File: src/hw/rtl/stsr_pkg.sv
`default_nettype none

package stsr_pkg;

  typedef enum logic [2:0] {
    MODE_WIGGLE       = 3'd0,
    MODE_POS_FILL     = 3'd1,
    MODE_NEG_FILL     = 3'd2,
    MODE_DENSITY_SPAN = 3'd3,
    MODE_DENSITY_DOT  = 3'd4
  } plot_mode_t;

  typedef enum logic [2:0] {
    CFG_PLOT_MODE    = 3'd0,
    CFG_BASE_COLUMN  = 3'd1,
    CFG_START_ROW    = 3'd2,
    CFG_IMAGE_WIDTH  = 3'd3,
    CFG_IMAGE_HEIGHT = 3'd4,
    CFG_FILL_COLOR   = 3'd5
  } cfg_index_t;

  localparam logic signed [13:0] ROW_LIMIT = 14'sd8191;

  typedef struct packed {
    logic [11:0] row;
    logic [11:0] start;
    logic [11:0] stop;
    logic [7:0]  color;
  } span_t;

  typedef struct packed {
    logic  valid;
    span_t span;
  } cand_t;

endpackage

`default_nettype wire

File: src/hw/rtl/seismic_trace_span_rasterizer.sv
// Seismic trace span rasterizer.
// Input channel (in_valid/in_ready): one trace sample per item, amplitude as a
// signed column offset from the base column, a density colour and a flag on
// the last sample of the trace. Output channel (out_valid/out_ready): raster
// spans (row, first and last column inclusive, colour), out_span_last set on
// the final span a sample produces. A sample gives zero, one or two spans.
// Configuration: cfg_wr_en writes cfg_wdata into register cfg_index; write
// only while no item is in flight.
// An accepted item passes the input register and then the output register.
// Throughput: one sample per cycle while out_ready is high and the sample
// gives at most one span; a wiggle pair uses the single span output in turn.
// The second span of a pair waits in a one-entry queue behind the output
// register. While the receiver stalls, the input register takes one more
// item and then in_ready drops; all spans hold until taken.
// Reset (synchronous, rst_n low): configuration registers return to their
// defaults, the pipeline empties and the next sample starts a new trace.
`default_nettype none

module seismic_trace_span_rasterizer #(
  parameter int MAX_WIDTH  = 4096,
  parameter int MAX_HEIGHT = 4096
) (
  input  logic        clk,
  input  logic        rst_n,
  input  logic        in_valid,
  output logic        in_ready,
  input  logic [12:0] in_amplitude,
  input  logic [7:0]  in_density,
  input  logic        in_last_sample,
  output logic        out_valid,
  input  logic        out_ready,
  output logic [11:0] out_span_row,
  output logic [11:0] out_span_start,
  output logic [11:0] out_span_end,
  output logic [7:0]  out_span_color,
  output logic        out_span_last,
  input  logic        cfg_wr_en,
  input  logic [2:0]  cfg_index,
  input  logic [12:0] cfg_wdata
);

  stsr_pkg::plot_mode_t plot_mode_r;
  logic signed [12:0]   base_column_r;
  logic signed [12:0]   start_row_r;
  logic [12:0]          image_width_r;
  logic [12:0]          image_height_r;
  logic [7:0]           fill_color_r;
  logic [12:0]          eff_width;
  logic [12:0]          eff_height;

  logic signed [12:0]   prev_offset_r;
  logic signed [13:0]   row_pos_r;
  logic                 have_prev_r;
  logic signed [13:0]   row_in;

  logic                 s1_valid_r;
  logic signed [12:0]   s1_amp_r;
  logic [7:0]           s1_dens_r;
  logic signed [12:0]   s1_prev_r;
  logic                 s1_have_prev_r;
  logic signed [13:0]   s1_row_r;

  stsr_pkg::cand_t      cand0;
  stsr_pkg::cand_t      cand1;

  logic                 out_valid_r;
  logic                 out_valid_nxt;
  stsr_pkg::span_t      out_span_r;
  stsr_pkg::span_t      out_span_nxt;
  logic                 out_last_r;
  logic                 out_last_nxt;
  logic                 q_valid_r;
  logic                 q_valid_nxt;
  stsr_pkg::span_t      q_span_r;
  stsr_pkg::span_t      q_span_nxt;

  logic                 in_fire;
  logic                 load_ok;
  logic                 s1_adv;

  // configuration registers
  always_ff @(posedge clk) begin
    if (!rst_n) begin
      plot_mode_r    <= stsr_pkg::MODE_WIGGLE;
      base_column_r  <= '0;
      start_row_r    <= '0;
      image_width_r  <= 13'd4096;
      image_height_r <= 13'd4096;
      fill_color_r   <= 8'd255;
    end else if (cfg_wr_en) begin
      case (cfg_index)
        stsr_pkg::CFG_PLOT_MODE:    plot_mode_r    <= stsr_pkg::plot_mode_t'(cfg_wdata[2:0]);
        stsr_pkg::CFG_BASE_COLUMN:  base_column_r  <= cfg_wdata;
        stsr_pkg::CFG_START_ROW:    start_row_r    <= cfg_wdata;
        stsr_pkg::CFG_IMAGE_WIDTH:  image_width_r  <= cfg_wdata;
        stsr_pkg::CFG_IMAGE_HEIGHT: image_height_r <= cfg_wdata;
        stsr_pkg::CFG_FILL_COLOR:   fill_color_r   <= cfg_wdata[7:0];
        default: begin
        end
      endcase
    end
  end

  assign eff_width  = ({19'd0, image_width_r} < 32'(MAX_WIDTH)) ?
                      image_width_r : 13'(MAX_WIDTH);
  assign eff_height = ({19'd0, image_height_r} < 32'(MAX_HEIGHT)) ?
                      image_height_r : 13'(MAX_HEIGHT);

  // handshake
  assign load_ok  = !out_valid_r || (out_ready && !q_valid_r);
  assign s1_adv   = s1_valid_r && load_ok;
  assign in_ready = !s1_valid_r || load_ok;
  assign in_fire  = in_valid && in_ready;

  // trace state advances on accept
  assign row_in = have_prev_r ? row_pos_r : {start_row_r[12], start_row_r};

  always_ff @(posedge clk) begin
    if (!rst_n) begin
      prev_offset_r <= '0;
      row_pos_r     <= '0;
      have_prev_r   <= 1'b0;
    end else if (in_fire) begin
      prev_offset_r <= in_amplitude;
      row_pos_r     <= (row_in < stsr_pkg::ROW_LIMIT) ? row_in + 14'sd1 : stsr_pkg::ROW_LIMIT;
      have_prev_r   <= !in_last_sample;
    end
  end

  // input register
  always_ff @(posedge clk) begin
    if (!rst_n) begin
      s1_valid_r <= 1'b0;
    end else if (in_fire) begin
      s1_valid_r <= 1'b1;
    end else if (s1_adv) begin
      s1_valid_r <= 1'b0;
    end
  end

  always_ff @(posedge clk) begin
    if (in_fire) begin
      s1_amp_r       <= in_amplitude;
      s1_dens_r      <= in_density;
      s1_prev_r      <= prev_offset_r;
      s1_have_prev_r <= have_prev_r;
      s1_row_r       <= row_in;
    end
  end

  stsr_span_calc u_calc (
    .mode        (plot_mode_r),
    .base_column (base_column_r),
    .fill_color  (fill_color_r),
    .eff_width   (eff_width),
    .eff_height  (eff_height),
    .have_prev   (s1_have_prev_r),
    .prev_offset (s1_prev_r),
    .amplitude   (s1_amp_r),
    .density     (s1_dens_r),
    .row         (s1_row_r),
    .cand0       (cand0),
    .cand1       (cand1)
  );

  // output register and one queued span
  always_comb begin
    out_valid_nxt = out_valid_r;
    out_span_nxt  = out_span_r;
    out_last_nxt  = out_last_r;
    q_valid_nxt   = q_valid_r;
    q_span_nxt    = q_span_r;
    if (out_valid_r && out_ready) begin
      if (q_valid_r) begin
        out_span_nxt = q_span_r;
        out_last_nxt = 1'b1;
        q_valid_nxt  = 1'b0;
      end else begin
        out_valid_nxt = 1'b0;
      end
    end
    if (s1_adv) begin
      if (cand0.valid) begin
        out_valid_nxt = 1'b1;
        out_span_nxt  = cand0.span;
        out_last_nxt  = !cand1.valid;
        q_valid_nxt   = cand1.valid;
        q_span_nxt    = cand1.span;
      end else if (cand1.valid) begin
        out_valid_nxt = 1'b1;
        out_span_nxt  = cand1.span;
        out_last_nxt  = 1'b1;
      end
    end
  end

  always_ff @(posedge clk) begin
    if (!rst_n) begin
      out_valid_r <= 1'b0;
      q_valid_r   <= 1'b0;
    end else begin
      out_valid_r <= out_valid_nxt;
      q_valid_r   <= q_valid_nxt;
    end
  end

  always_ff @(posedge clk) begin
    out_span_r <= out_span_nxt;
    out_last_r <= out_last_nxt;
    q_span_r   <= q_span_nxt;
  end

  assign out_valid      = out_valid_r;
  assign out_span_row   = out_span_r.row;
  assign out_span_start = out_span_r.start;
  assign out_span_end   = out_span_r.stop;
  assign out_span_color = out_span_r.color;
  assign out_span_last  = out_last_r;

endmodule

`default_nettype wire

File: src/hw/rtl/stsr_span_calc.sv
`default_nettype none

module stsr_span_calc (
  input  stsr_pkg::plot_mode_t mode,
  input  logic signed [12:0]   base_column,
  input  logic [7:0]           fill_color,
  input  logic [12:0]          eff_width,
  input  logic [12:0]          eff_height,
  input  logic                 have_prev,
  input  logic signed [12:0]   prev_offset,
  input  logic signed [12:0]   amplitude,
  input  logic [7:0]           density,
  input  logic signed [13:0]   row,
  output stsr_pkg::cand_t      cand0,
  output stsr_pkg::cand_t      cand1
);

  logic signed [15:0] b16;
  logic signed [15:0] x1;
  logic signed [15:0] x2;
  logic signed [15:0] prv_col;
  logic signed [15:0] amp_col;
  logic signed [15:0] diff_dn;
  logic signed [15:0] diff_up;
  logic signed [15:0] mid_dn;
  logic signed [15:0] mid_up;
  logic signed [14:0] row_cur;
  logic signed [14:0] row_prv;

  // clamp both ends into the width, drop rows outside the image and empty spans
  function automatic stsr_pkg::cand_t make_span(
    input logic signed [14:0] r,
    input logic signed [15:0] a,
    input logic signed [15:0] b,
    input logic [7:0]         color,
    input logic [12:0]        w,
    input logic [12:0]        h
  );
    stsr_pkg::cand_t    c;
    logic signed [15:0] wl;
    logic signed [15:0] ac;
    logic signed [15:0] bc;
    wl = $signed({3'b000, w}) - 16'sd1;
    ac = (a < 16'sd0) ? 16'sd0 : ((a > wl) ? wl : a);
    bc = (b < 16'sd0) ? 16'sd0 : ((b > wl) ? wl : b);
    c.valid = (w != 13'd0) && (r >= 15'sd0) && (r < $signed({2'b00, h})) && (ac <= bc);
    c.span.row   = r[11:0];
    c.span.start = ac[11:0];
    c.span.stop  = bc[11:0];
    c.span.color = color;
    return c;
  endfunction

  assign b16     = {{3{base_column[12]}}, base_column};
  assign x1      = {{3{prev_offset[12]}}, prev_offset};
  assign x2      = {{3{amplitude[12]}}, amplitude};
  assign prv_col = b16 + x1;
  assign amp_col = b16 + x2;
  assign diff_dn = x1 - x2;
  assign diff_up = x2 - x1;
  assign mid_dn  = prv_col - (diff_dn >>> 1);
  assign mid_up  = prv_col + (diff_up >>> 1);
  assign row_cur = {row[13], row};
  assign row_prv = row_cur - 15'sd1;

  always_comb begin
    cand0 = '0;
    cand1 = '0;
    case (mode)
      stsr_pkg::MODE_WIGGLE: begin
        if (have_prev) begin
          if (x1 == x2) begin
            cand0 = make_span(row_prv, prv_col, prv_col, fill_color, eff_width, eff_height);
            cand1 = make_span(row_cur, prv_col, prv_col, fill_color, eff_width, eff_height);
          end else if (x2 < x1) begin
            cand0 = make_span(row_prv, mid_dn, prv_col, fill_color, eff_width, eff_height);
            cand1 = make_span(row_cur, amp_col, mid_dn - 16'sd1, fill_color,
                              eff_width, eff_height);
          end else begin
            cand0 = make_span(row_prv, prv_col, mid_up, fill_color, eff_width, eff_height);
            cand1 = make_span(row_cur, mid_up + 16'sd1, amp_col, fill_color,
                              eff_width, eff_height);
          end
        end
      end
      stsr_pkg::MODE_POS_FILL: begin
        if (x2 >= 16'sd0) begin
          cand0 = make_span(row_cur, b16, amp_col, fill_color, eff_width, eff_height);
        end
      end
      stsr_pkg::MODE_NEG_FILL: begin
        if (x2 <= 16'sd0) begin
          cand0 = make_span(row_cur, amp_col, b16, fill_color, eff_width, eff_height);
        end
      end
      stsr_pkg::MODE_DENSITY_SPAN: begin
        if (x2 >= 16'sd0) begin
          cand0 = make_span(row_cur, b16, amp_col, density, eff_width, eff_height);
        end else begin
          cand0 = make_span(row_cur, amp_col, b16, density, eff_width, eff_height);
        end
      end
      stsr_pkg::MODE_DENSITY_DOT: begin
        cand0 = make_span(row_cur, b16, b16, density, eff_width, eff_height);
      end
      default: begin
      end
    endcase
  end

endmodule

`default_nettype wire

File: config.mk
export PLATFORM = sky130hd
export DESIGN_NAME = seismic_trace_span_rasterizer
export DESIGN_NICKNAME = d
export VERILOG_FILES = /design/src/hw/rtl/stsr_pkg.sv /design/src/hw/rtl/seismic_trace_span_rasterizer.sv /design/src/hw/rtl/stsr_span_calc.sv
export SDC_FILE = /design/constraint.sdc
export NUM_CORES = 1
export LEC_CHECK = 0
export BUFFER_PORTS_ARGS = -buffer_cell sky130_fd_sc_hd__buf_4
export CORE_UTILIZATION = 55
export CTS_BUF_LIST = sky130_fd_sc_hd__clkbuf_8
export DETAILED_ROUTE_END_ITERATION = 10
export GPL_TIMING_DRIVEN = 0
export MAX_ROUTING_LAYER = met4
export PLACE_DENSITY_LB_ADDON = 0.1
export REMOVE_ABC_BUFFERS = 1
export SYNTH_ARGS = -nofsm -noshare
export SYNTH_HDL_FRONTEND = slang
export SYNTH_HIERARCHICAL = 1
export SYNTH_SLANG_ARGS = --single-unit
export TNS_END_PERCENT = 5
File: constraint.sdc
create_clock -name clk -period 13.7 [get_ports clk]
set_input_delay 1.37 -clock clk [delete_from_list [all_inputs] [get_ports clk]]
set_output_delay 1.37 -clock clk [all_outputs]
set_load 0.01 [all_outputs]
After elaboration in Yosys (flattened, before gate mapping). Cells that the tools add are included.

Register bits: 232. Output and inout port bits: 47. Bits of input ports: 43. Logic and storage cells: 163.

Mux-type cells: 49. Order comparisons: 32. Equal/unequal tests: 10. $add $sub $neg: 11. Reductions and logical operators: 35.

Operators with widths (count): 45-bit 2-to-1 mux (10); 45-bit case mux with 5 select lines (1); 16-bit 2-to-1 mux (14); 44-bit 2-to-1 mux (5); 16-bit less-or-equal comparator (8); 16-bit by 14-bit > comparator with 1-bit output (2); 16-bit by 1-bit less-than comparator with 1-bit output (second input constant) (2); 15-bit by 14-bit > comparator with 1-bit output (2); 15-bit by 1-bit less-than comparator with 1-bit output (second input constant) (2); 13-bit by 13-bit adder with 14-bit output (2); 14-bit > comparator (2); 14-bit by 1-bit less-than comparator with 1-bit output (second input constant) (2); 14-bit 2-to-1 mux (2); 13-bit by 13-bit subtractor with 14-bit output (2); 13-bit less-than comparator (second input constant) (2); 13-bit 2-to-1 mux (2); 1-bit logical AND (17); 15-bit by 2-bit adder with 16-bit output (second input constant) (1); 15-bit by 2-bit subtractor with 16-bit output (second input constant) (1); 14-bit by 13-bit adder with 15-bit output (1); 15-bit by 1-bit >= comparator with 1-bit output (second input constant) (1); 15-bit by 14-bit less-than comparator with 1-bit output (1); 1-bit 2-to-1 mux (15); 14-bit by 13-bit subtractor with 15-bit output (1); other kinds (21) (39).

Longest topological paths before layout.
Word-level depth: 15. Mapped depth: 47. Mapped depth without buffers: 44.

Cells and area by module. Netlist, hierarchy kept.

Modules (own cells, without submodules): stsr_span_calc (times used 1, sequential area each 0.0 µm², area each 13198.9 µm², cells each 1817); seismic_trace_span_rasterizer (times used 1, sequential area each 5575.3 µm², area each 9064.9 µm², cells each 846).

Worst setup path after synthesis. Ideal clock, no wire load.

Kind: register to register. From: register s1_amp_r[9]. To: register q_span_r[0] (netlist name), enable pin. Arrival time: 9240 ps. Clock period less this slack: 9639 ps. Setup time: 398 ps. Stages on the path, launching flop included: 42. Buffers on the path: 5. Data required time: 13302 ps. Path slack: 4061 ps. Cell sequence: edfxtp_1 ha_1 buf_2 a21oi_1 o31ai_1 a21oi_1 nor2_1 o21ai_0 nor2b_1 xor2_1 ha_1 or4b_1 mux2i_1 a31oi_1 o21ai_0 and2_2 inv_1 buf_2 (+6 left out) o211ai_1 clkbuf_1 mux2i_1 and2_1 ha_1 nor2b_1 o21a_1 o21a_1 o21a_1 o21a_1 o21ai_0 a211oi_1 o211ai_1 a21oi_1 o31ai_1 nand3_1 buf_2 inv_1.

RTL lines: from (decl) (RTL line seismic_trace_span_rasterizer.sv:57) `logic signed [12:0] s1_amp_r;`; from (signal assigned) (RTL line seismic_trace_span_rasterizer.sv:143) `s1_amp_r <= in_amplitude;`; to (signal assigned) (RTL line seismic_trace_span_rasterizer.sv:210) `q_span_r <= q_span_nxt;`; to (decl) (RTL line seismic_trace_span_rasterizer.sv:74) `stsr_pkg::span_t q_span_r;`.

==> impl_metrics.env <==
export IMPL_rsz0062_at_grt="false"
export IMPL_p_leak_nw=10.43
export IMPL_p_comb_share_pct=58.6
export IMPL_yosysWarnings=6
export IMPL_worst_slew_pin_transition_ns=1.386
export IMPL_routed_wire_length_mm=75.31
export IMPL_synthCells=2663
export IMPL_cp_start_kind="flip-flop"
export IMPL_pin_count_of_the_biggest_net_entering_global_routing=96
export IMPL_ys_flop_type="dfxtp_1"
export IMPL_async_flop_share_pct=0
export IMPL_critPathMostFrequentCell="o21a_1"
export IMPL_power_internal_mw=2.058
export IMPL_run_status="completed"
export IMPL_total_power_mw=3.710
export IMPL_timing_max_cap_violations=0
export IMPL_required_ns=13.93
export IMPL_area_growth_syn_to_layout_pct=8.424
export IMPL_clkPwrFrac_pct=17.3
export IMPL_cpPeakStageDelay_ns=0.91
export IMPL_drv_slew=0
export IMPL_stdcell_count=3243
export IMPL_netSwitchingFraction_pct=44.54
export IMPL_number_of_antenna_violations_at_the_first_check_in_global_routing=0
export IMPL_critical_path_type="reg2reg"
export IMPL_finish_utilization_pct=60.62
export IMPL_worstHoldPathType="reg2reg"
export IMPL_p_sw_mw=1.653
export IMPL_maxClockFrequency_ghz=0.08144
export IMPL_type_of_element_capturing_the_critical_path="flip-flop"
export IMPL_yosys_cell_types_count=112
export IMPL_power_density_nw_per_um2=153.7
export IMPL_gp_congestion=1.069
export IMPL_mappedNetlistArea_um2=22260
export IMPL_post_cts_resized_instances=0
export IMPL_gr_usage_all_layers_pct=36.76
export IMPL_cells_after_dpl=3173
export IMPL_clock_insertion_delay_worst_skew_ns=0.56
export IMPL_drc=0
export IMPL_postCtsHoldBufs=0
export IMPL_post_route_cells_drive_above_1_share_pct=10.53
export IMPL_period_minus_slack_ns=12.28
export IMPL_dpl_wire_length_mm=58.28
export IMPL_post_cts_repair_setup_buffers=0
export IMPL_yosys_register_bits=232
export IMPL_rows=73
export IMPL_pwr_share_seq_pct=24.1
export IMPL_post_drt_via_cell_ratio=6.478
export IMPL_drt_pre_antenna_iters=5
export IMPL_peakVddDrop_v=0.00008110
export IMPL_timing_clock_skew_ns=0.03053
export IMPL_slew_headroom_pct=7.343
export IMPL_h_tree_depth=2
export IMPL_tritoncts="built"
export IMPL_critical_path_peak_fanout=32
export IMPL_fin_nets=3026
export IMPL_die_area_um2=41290
export IMPL_timing_final_crit_share_pct=89.63
export IMPL_fp_dieH_um=203.2
export IMPL_setup_violations_final=0
export IMPL_numCtsBuffers=38
export IMPL_start_util_pct=55.91
export IMPL_num_vias=21009
export IMPL_design_portCount=90
export IMPL_drt_iter0_drc=2060
export IMPL_cts_clk_slew_worst_paths_ns=0.06
export IMPL_final_hold_viol_count=0
export IMPL_vias_in_the_first_global_route=19432
export IMPL_placement_io_buffers=89
export IMPL_grt_first_pass_wirelength_mm=113.6
export IMPL_floorplan_core_area_um2=39820
export IMPL_clkSinkCount=232
export IMPL_die_x_um=203.2
export IMPL_slowest_stage="o31ai_1"
export IMPL_synthesis_area_per_instance_um2=8.360
export IMPL_average_routed_wire_per_standard_cell_um=23.22
export IMPL_seq_area_frac_synth_pct=25.04
export IMPL_grt_overflow_total=0
export IMPL_max_clock_path_buffers=3
export IMPL_count_of_nets_left_with_antenna_violations_after_detail_routing=0
export IMPL_clock_tree_root_cell="clkbuf_8"
export IMPL_synth_edf_count=93
export IMPL_crit_arrival_ns=12.51
metrics by stage:
step | hold WS [ns] | TNS (ns) | cell area [µm²] | setup slack (ns)
final | 0.4334 | 0 | 24140 | 1.421
after global routing | 0.4411 | 0 | 24140 | 0.8962
after CTS | 0.4334 | 0 | 24140 | 1.790
after detailed placement | 0.4183 | 0 | 23330 | 1.826
after global placement | 0.4105 | -56.10 | 23060 | -0.8707
after floorplan | 0.4081 | 0 | 21740 | 3.112
registers in the layout, indices dropped and copies added (netlist names), 12 cells and up:
register / flops
out_span_start: 12
image_width_r: 13
s1_prev_r: 13
image_height_r: 13
prev_offset_r: 13
s1_amp_r: 13
out_span_end: 12
s1_row_r: 14
out_span_row: 12
q_span_r: 44
base_column_r: 13
start_row_r: 13
row_pos_r: 14
cells by family after synthesis:
family                   Yosys count  share of synthesized area, %
AO/OA/AOI/OAI                    752                         24.95
adder cells (fa/ha/maj)          297                         16.87
AND/OR/NAND/NOR                  947                         20.74
flip-flops                       232                         25.04
XOR/XNOR                         112                         4.625
buffers and inverters            261                         4.794
multiplexers                      62                         2.979
cells in the mapped netlist (42+ instances only):
cell,n,share of area [%]
a21o_1,58,2.0
a21oi_1,124,2.8
clkbuf_1,75,1.3
dfxtp_1,139,12
edfxtp_1,93,13
ha_1,289,16
inv_1,140,2.4
nand2_1,369,6.2
nand3_1,106,2.4
nand4_1,46,1.3
nor2_1,137,2.3
nor2b_1,67,1.9
nor3_1,42,0.94
o21a_1,58,2.0
o21ai_0,97,2.2
xnor2_1,68,2.7
power groups by stage:
stage                     Sequential (mW)  Combinational (mW)  Clock, mW
after floorplan                     0.919                1.42          0
after CTS                           0.894                2.12      0.648
after global placement              0.907                2.04          0
after global routing                0.903                2.36      0.681
after detailed placement            0.908                2.11          0
final                               0.895                2.17      0.641
per-layer routing:
layer  track usage, %  part of all wire, %
met2            54.22                   43
met3            5.625                  8.1
met1            50.35                   45
met5                -                    0
met4            14.26                  3.9
critical path: cells and delay by family, from the launching register on:
family	cells	cell delay (ns)
AOI/OAI and AO/OA	18	4.10
xor gates and xnor gates	1	0.90
adders and majority gates	5	1.75
buffers and inverters	7	2.00
DFF	1	0.47
muxes	1	0.33
and+or+nand+nor	10	2.42
area by class of cell:
type	count	area, µm²
diodes	1	2.502
clock buffers	48	660.6
clock inverters	21	147.6
fillers	3624	15680
inverters	144	545.5
multi-input cells	2170	15670
flip-flops and latches	232	5575
well taps	525	656.9
repair buffers	102	882.1
layout by cell type (no fill, tap or decap), drive strengths merged, types with 22 or more instances in the layout:
cell	n
o221a	44
a21o	58
o21a	58
xor2	41
nor2	139
buf	102
o211ai	49
ha	289
a211oi	33
dfxtp	139
nand4	47
mux2i	38
nor3	43
edfxtp	93
clkbuf	48
a31oi	24
nor2b	67
o21ai	110
nand2	371
inv	155
and2	44
a21boi	70
nand3	106
a21oi	134
xnor2	71
o31ai	22
mux2	24
final timing paths:
| path | start | end | slack [ns] | cells after the start |
|---|---|---|---|---|
| max | s1_prev_r[0] | q_span_r[11] | 1.42 | 42 |
| min | prev_offset_r[3] | s1_prev_r[3] | 0.43 | 0 |
| max reg2reg | s1_prev_r[0] | q_span_r[11] | 1.42 | 42 |
| min reg2reg | prev_offset_r[3] | s1_prev_r[3] | 0.43 | 0 |
Note: power is estimated with default switching activity, not from simulation.
